==> config.mk <==
export PLATFORM = sky130hd
export DESIGN_NAME = integer_set_table
export DESIGN_NICKNAME = d
export VERILOG_FILES = /design/src/rtl/ist_pkg.sv /design/src/rtl/ist_ctrl.sv /design/src/rtl/ist_datapath.sv /design/src/rtl/integer_set_table.sv
export SDC_FILE = /design/constraint.sdc
export NUM_CORES = 1
export LEC_CHECK = 0
export BUFFER_PORTS_ARGS = -buffer_cell sky130_fd_sc_hd__buf_2
export CORE_UTILIZATION = 30
export DETAILED_ROUTE_END_ITERATION = 8
export HOLD_SLACK_MARGIN = 0.06
export PLACE_DENSITY = 0.42
export SYNTH_ARGS = -nofsm -noshare
export SYNTH_HDL_FRONTEND = slang
export SYNTH_HIERARCHICAL = 1
export SYNTH_SLANG_ARGS = --single-unit
==> constraint.sdc <==
create_clock -name clk -period 4.4 [get_ports clk]
set_input_delay 0.44 -clock clk [delete_from_list [all_inputs] [get_ports clk]]
set_output_delay 0.44 -clock clk [all_outputs]
set_load 0.01 [all_outputs]
==> src/rtl/ist_pkg.sv <==
`timescale 1ns / 1ps
// ----------------------------------------------------------------------------
// ist_pkg
// Shared types and constants of the integer set table: field widths, op
// codes, controller states and the command/status bundles.
// ----------------------------------------------------------------------------
package ist_pkg;

  localparam int CAPACITY_DEFAULT = 16;

  // Field widths
  localparam int OP_W        = 2;
  localparam int VALUE_W     = 32;
  localparam int SLOT_W      = 4;
  localparam int COUNT_W     = 5;
  localparam int IN_TDATA_W  = 40;  // op + value, padded to whole bytes
  localparam int OUT_TDATA_W = 16;  // result fields, padded to whole bytes

  // Op codes; the unused code behaves as a query
  localparam logic [OP_W-1:0] OP_ADD    = 2'd0;
  localparam logic [OP_W-1:0] OP_REMOVE = 2'd1;
  localparam logic [OP_W-1:0] OP_QUERY  = 2'd2;

  typedef enum logic [2:0] {
    ST_IDLE,
    ST_SCAN,
    ST_DECIDE,
    ST_MOVE,
    ST_DONE
  } state_t;

  typedef struct packed {
    logic capture;     // latch request, clear scan state
    logic scan;        // walk the held slots
    logic append;      // write key at slot count, increment count
    logic refuse;      // flag a refused add
    logic fetch_last;  // read the last held slot
    logic move;        // write last entry into the hole, decrement count
    logic load_out;    // load the result register
  } ctrl_cmd_t;

  typedef struct packed {
    logic scan_done;
    logic found;
    logic op_add;
    logic op_remove;
    logic full;
    logic out_free;
  } ctrl_sts_t;

endpackage

==> src/rtl/ist_ctrl.sv <==
`timescale 1ns / 1ps
// ----------------------------------------------------------------------------
// ist_ctrl
// Sequencer of the integer set table: takes one request, runs the scan,
// picks the update and hands the result to the output register.
// ----------------------------------------------------------------------------
module ist_ctrl
  import ist_pkg::*;
(
  input  logic      clk,
  input  logic      rst,
  input  logic      in_valid,
  output logic      in_ready,
  input  ctrl_sts_t sts,
  output ctrl_cmd_t cmd
);

  state_t state;
  state_t state_next;

  always_ff @(posedge clk) begin
    if (rst) begin
      state <= ST_IDLE;
    end else begin
      state <= state_next;
    end
  end

  always_comb begin
    state_next = state;
    case (state)
      ST_IDLE: begin
        if (in_valid) begin
          state_next = ST_SCAN;
        end
      end
      ST_SCAN: begin
        if (sts.scan_done) begin
          state_next = ST_DECIDE;
        end
      end
      ST_DECIDE: begin
        if (sts.op_remove && sts.found) begin
          state_next = ST_MOVE;
        end else begin
          state_next = ST_DONE;
        end
      end
      ST_MOVE: begin
        state_next = ST_DONE;
      end
      ST_DONE: begin
        if (sts.out_free) begin
          state_next = ST_IDLE;
        end
      end
      default: begin
        state_next = ST_IDLE;
      end
    endcase
  end

  always_comb begin
    cmd      = '0;
    in_ready = 1'b0;
    case (state)
      ST_IDLE: begin
        // Hold off requests while reset is applied
        in_ready    = !rst;
        cmd.capture = in_valid && !rst;
      end
      ST_SCAN: begin
        cmd.scan = 1'b1;
      end
      ST_DECIDE: begin
        cmd.append     = sts.op_add && !sts.found && !sts.full;
        cmd.refuse     = sts.op_add && !sts.found && sts.full;
        cmd.fetch_last = sts.op_remove && sts.found;
      end
      ST_MOVE: begin
        cmd.move = 1'b1;
      end
      ST_DONE: begin
        cmd.load_out = sts.out_free;
      end
      default: begin
        cmd = '0;
      end
    endcase
  end

endmodule

==> src/rtl/ist_datapath.sv <==
`timescale 1ns / 1ps
// ----------------------------------------------------------------------------
// ist_datapath
// Entry memory, held count, scan pointer with compare, and the result
// register of the integer set table.
// ----------------------------------------------------------------------------
module ist_datapath
  import ist_pkg::*;
#(
  parameter int CAPACITY = CAPACITY_DEFAULT
)
(
  input  logic                   clk,
  input  logic                   rst,
  input  ctrl_cmd_t              cmd,
  output ctrl_sts_t              sts,
  input  logic [IN_TDATA_W-1:0]  in_data,
  output logic                   out_valid,
  input  logic                   out_ready,
  output logic [OUT_TDATA_W-1:0] out_data
);

  localparam int IW = $clog2(CAPACITY);
  localparam int CW = $clog2(CAPACITY + 1);

  logic [VALUE_W-1:0] mem [CAPACITY];
  logic [VALUE_W-1:0] rd_data;

  logic [OP_W-1:0]           op_r;
  logic signed [VALUE_W-1:0] key;
  logic [CW-1:0]             count;
  logic [CW-1:0]             cnt_m1;
  logic [CW-1:0]             idx;
  logic                      cmp_vld;
  logic [IW-1:0]             cmp_idx;
  logic                      found;
  logic [IW-1:0]             where;
  logic                      refused;

  logic                      hit_now;
  logic                      issue;
  logic                      we;
  logic [IW-1:0]             wa;
  logic [VALUE_W-1:0]        wd;
  logic [IW-1:0]             ra;
  logic [IW+SLOT_W-1:0]      slot_ext;
  logic [CW+COUNT_W-1:0]     count_ext;

  assign cnt_m1  = count - CW'(1);
  assign hit_now = cmd.scan && cmp_vld && (rd_data == key);
  assign issue   = cmd.scan && (idx < count) && !hit_now;

  assign we = cmd.append || cmd.move;
  assign wa = cmd.append ? count[IW-1:0] : where;
  assign wd = cmd.append ? key : rd_data;
  assign ra = cmd.fetch_last ? cnt_m1[IW-1:0] : idx[IW-1:0];

  always_ff @(posedge clk) begin
    if (we) begin
      mem[wa] <= wd;
    end
    rd_data <= mem[ra];
  end

  // Request and scan bookkeeping
  always_ff @(posedge clk) begin
    if (cmd.capture) begin
      op_r <= in_data[OP_W-1:0];
      key  <= in_data[OP_W+VALUE_W-1:OP_W];
    end
    cmp_idx <= idx[IW-1:0];
  end

  always_ff @(posedge clk) begin
    if (rst) begin
      count   <= '0;
      idx     <= '0;
      cmp_vld <= 1'b0;
      found   <= 1'b0;
      where   <= '0;
      refused <= 1'b0;
    end else begin
      if (cmd.capture) begin
        idx     <= '0;
        cmp_vld <= 1'b0;
        found   <= 1'b0;
        where   <= '0;
        refused <= 1'b0;
      end else begin
        cmp_vld <= issue;
        if (issue) begin
          idx <= idx + CW'(1);
        end
        if (hit_now) begin
          found <= 1'b1;
          where <= cmp_idx;
        end
        if (cmd.refuse) begin
          refused <= 1'b1;
        end
      end
      if (cmd.append) begin
        count <= count + CW'(1);
      end else if (cmd.move) begin
        count <= cnt_m1;
      end
    end
  end

  // Result register
  assign slot_ext  = {{SLOT_W{1'b0}}, where};
  assign count_ext = {{COUNT_W{1'b0}}, count};

  always_ff @(posedge clk) begin
    if (rst) begin
      out_valid <= 1'b0;
    end else if (cmd.load_out) begin
      out_valid <= 1'b1;
    end else if (out_ready) begin
      out_valid <= 1'b0;
    end
  end

  always_ff @(posedge clk) begin
    if (cmd.load_out) begin
      out_data <= {{(OUT_TDATA_W - 2 - SLOT_W - COUNT_W){1'b0}},
                   count_ext[COUNT_W-1:0], refused, slot_ext[SLOT_W-1:0], found};
    end
  end

  always_comb begin
    sts.scan_done = hit_now || (idx >= count);
    sts.found     = found;
    sts.op_add    = (op_r == OP_ADD);
    sts.op_remove = (op_r == OP_REMOVE);
    sts.full      = (count == CW'(CAPACITY));
    sts.out_free  = !out_valid || out_ready;
  end

endmodule

==> src/rtl/integer_set_table.sv <==
`timescale 1ns / 1ps
// ----------------------------------------------------------------------------
// integer_set_table
// Unordered set of distinct 32-bit values kept in a table with a live count.
// A request beat is taken only when idle, then the scan, the decision, a
//   move for a remove that hits, and the result load follow in that order;
//   the next request is taken only once the result is loaded. The scan
//   reads one entry per cycle from the table memory.
// Reset clears the count and the handshake state; table contents stay as
//   they are and are read only after being written.
// ----------------------------------------------------------------------------
module integer_set_table
  import ist_pkg::*;
#(
  parameter int CAPACITY = CAPACITY_DEFAULT
)
(
  input  logic                   clk,
  input  logic                   rst,
  // Request stream
  input  logic                   s_axis_tvalid,
  output logic                   s_axis_tready,
  input  logic [IN_TDATA_W-1:0]  s_axis_tdata,   // op[1:0], value[33:2], zero pad
  // Result stream
  output logic                   m_axis_tvalid,
  input  logic                   m_axis_tready,
  output logic [OUT_TDATA_W-1:0] m_axis_tdata    // was_present[0], slot[4:1],
                                                 // full_refused[5], count[10:6],
                                                 // zero pad
);

  ctrl_cmd_t cmd;
  ctrl_sts_t sts;

  // Sequencer: accepts a beat only when idle, then steps scan, update and
  // result hand-off. The result register lets the next request come in
  // while the previous result is still waiting on the sink.
  ist_ctrl u_ctrl (
    .clk      (clk),
    .rst      (rst),
    .in_valid (s_axis_tvalid),
    .in_ready (s_axis_tready),
    .sts      (sts),
    .cmd      (cmd)
  );

  // Table memory, count, scan compare and result register
  ist_datapath #(
    .CAPACITY (CAPACITY)
  ) u_datapath (
    .clk       (clk),
    .rst       (rst),
    .cmd       (cmd),
    .sts       (sts),
    .in_data   (s_axis_tdata),
    .out_valid (m_axis_tvalid),
    .out_ready (m_axis_tready),
    .out_data  (m_axis_tdata)
  );

endmodule

==> impl_metrics.ini <==
[yosys]
ys_warn_count = 6
ys.flop_type = edfxtp_1
synth_cells = 1160
syn_area_mm2 = 0.0238
ys_ff_latch = 614
yosysSeqAreaShare = 0.751
synth_cell_type_count = 54
synth_edf_count = 557
async_flop_share = 0
syn_area_per_cell_um2 = 20.5

[global_route]
grt_pass1_wl_um = 84100
grt_usage = 0.145
grt_pass1_vias = 12027
antenna_found_initial = 0
overflow = 0
grt_max_degree = 65

[detailed_routing]
drc_errors = 0
first_iter_violations = 872
vias = 11332
first_pass_iters = 5
ant_nets = 0
drt-total-wl_um = 57400
wire_per_inst_um = 23.8
viasPerCell = 4.70

[die]
rows = 102
die_y_um = 284
dieArea_mm2 = 0.0805
core_area_mm2 = 0.0780
pin_count = 62
initial_utilization = 0.305
die_w_um = 284

[setup_path]
cp-start-kind = flip-flop
endpoint_kind = flip-flop
crit_fanout = 14
path_class = flip-flop to flip-flop
required_ps = 4700
arrival_ps = 3570
worstRegToRegCells = 8
r2r_slack_ps = 1120

[final_layout]
diodes = 0
final_cells = 2409
layout.nets = 1366
final_common_cell = edfxtp_1
final_cell_mix = edfxtp_1, mux4_2, clkbuf_16
area.growth.synth_to_final_pct = 19.0
drive_above_1_share = 0.301

[clock_network]
post_cts_resize_count = 0
clock-root-buffer = clkbuf_16
postCtsHoldBufs = 34
clk_pin_slew_ps = 60
insertion_delay_ps = 610
cts_num_sinks = 614
clock_path_buffers = 3
htree_levels = 3
cts_tree = built
post-cts-setup-buffer-count = 0
cts_buffers = 70

[power_and_ir_drop]
p_leak_nw = 8.95
pwr-share-comb = 0.031
pwr-share-clk = 0.452
p_int_w = 0.00986
p_sw_frac = 0.210
power_frac_seq = 0.517
ir_worst_vdd_uv = 249
power_w = 0.0125
powerDensity_mw_per_mm2 = 441
power_switching_w = 0.00262

[timing]
worst_slew_pin_slew_ps = 1170
relSlewSlack = 0.214
fmax_ghz = 0.305
maxSlewViolCount = 0
min_period_ps = 3280
hold_viol = 0
rsz0062_at_grt = no
finalCritPeriodShare = 0.745
setup_tns_ps = 0
fin_skew_ps = 28.7
setup_viol = 0
layout_setup_ws_ps = 1120

[place]
place_ws_ps = 1060
gp_congestion = 0.695
portBuffers = 50
placed_cells = 2248
hpwl_um = 32000

[job]
drv_cap = 0

[hold_path]
min_delay_path_depth = 3
worst_hold_path_type = primary input to flip-flop

[run_status]
status = finished, final reports clean
==> cells by family after synthesis <==
group                    Yosys count  synth area share
XOR/XNOR                          37            0.0136
buffers and inverters             71            0.0178
AND/OR/NAND/NOR                  130            0.0303
multiplexers                     198             0.152
AO/OA/AOI/OAI                    101            0.0309
other                              1          0.000158
flip-flops                       614             0.751
adder cells (fa/ha/maj)            8           0.00421
==> sequential cells by signal, indices dropped and copies added, names as in the netlist <==
| signal | count |
|---|---|
| u_datapath/count | 5 |
| u_datapath/cmp_vld | 1 |
| u_datapath/found | 1 |
| u_datapath/idx | 5 |
| u_datapath/refused | 1 |
| u_datapath/rd_data | 32 |
| u_datapath/out_data | 11 |
| u_ctrl/state | 3 |
| u_datapath/cmp_idx | 4 |
| u_datapath/mem | 512 |
| u_datapath/where | 4 |
| u_datapath/out_valid | 1 |
| u_datapath/op_r | 2 |
| u_datapath/key | 32 |
==> power groups by stage <==
stage | sequential [W] | combinational, W | clock [W]
global placement | 0.00658 | 0.000369 | 0
detailed placement | 0.00658 | 0.000374 | 0
floorplan | 0.00656 | 0.000240 | 0
global route | 0.00646 | 0.000426 | 0.00602
CTS | 0.00646 | 0.000399 | 0.00582
finish | 0.00646 | 0.000386 | 0.00564
==> layer usage <==
metal  track usage  share of wire
met2         0.224           0.46
met1         0.209           0.48
met3        0.0254          0.031
met4        0.0392          0.021
met5             0              0
==> synth_stat cells, types with 2 or more instances <==
| master | count | area (µm²) |
|---|---|---|
| a211oi_1 | 16 | 120 |
| a211oi_2 | 18 | 225 |
| a21o_1 | 3 | 22.5 |
| a21oi_1 | 41 | 205 |
| a31oi_1 | 7 | 43.8 |
| and2_1 | 3 | 18.8 |
| and3_1 | 3 | 18.8 |
| buf_1 | 3 | 11.3 |
| buf_2 | 21 | 105 |
| buf_4 | 13 | 97.6 |
| buf_6 | 11 | 124 |
| clkbuf_1 | 12 | 45.0 |
| dfxtp_1 | 57 | 1140 |
| edfxtp_1 | 557 | 16700 |
| ha_1 | 8 | 100 |
| inv_1 | 10 | 37.5 |
| mux2_2 | 32 | 360 |
| mux2i_1 | 38 | 380 |
| mux4_2 | 128 | 2880 |
| nand2_1 | 4 | 15.0 |
| nand3_1 | 5 | 25.0 |
| nand4_1 | 3 | 18.8 |
| nor2_1 | 40 | 150 |
| nor2b_1 | 34 | 213 |
| nor3_1 | 8 | 40.0 |
| nor3_2 | 2 | 20.0 |
| nor3b_1 | 2 | 15.0 |
| nor4_1 | 11 | 68.8 |
| o21a_1 | 2 | 15.0 |
| o21ai_0 | 3 | 15.0 |
| o31ai_1 | 2 | 15.0 |
| or3_1 | 6 | 37.5 |
| xnor2_1 | 6 | 52.6 |
| xor2_1 | 31 | 272 |
==> worst max-delay path, stage by stage (launching register included) <==
cell,delay (ps)
dfxtp_1,450
inv_1,180
ha_1,260
and3_1,220
nor2_4,210
buf_4,350
a31oi_1,370
nor2_4,610
buf_4,320
==> worst paths after layout <==
check / from / endpoint
setup / recovery: u_datapath/count[1]$_SDFFE_PP0P_ / u_datapath/mem[1][17]$_DFFE_PP_
hold / removal: m_axis_tready / u_datapath/out_valid$_SDFFE_PP0P_
setup reg to reg: u_datapath/count[1]$_SDFFE_PP0P_ / u_datapath/mem[1][17]$_DFFE_PP_
hold reg to reg: u_datapath/refused$_SDFFE_PP0P_ / u_datapath/out_data[5]$_DFFE_PP_
==> through the flow <==
step	hold slack [ps]	utilization	cell area (µm²)
after global routing	174	0.363	28300
final	193	0.363	28300
after floorplan	384	-	23800
after CTS	140	0.363	28300
after global placement	422	0.330	25800
after detailed placement	421	0.330	25800
==> area by class of cell <==
class | instances | area (µm²)
multi-input combinational | 479 | 5690
clock inverter | 33 | 293
clock buffer | 94 | 1930
inverter | 11 | 41.3
sequential | 614 | 17900
timing repair buffer | 138 | 1200
tap | 1040 | 1300
fill | 7218 | 49700
No activity file was read; power rests on OpenSTA's default activity.
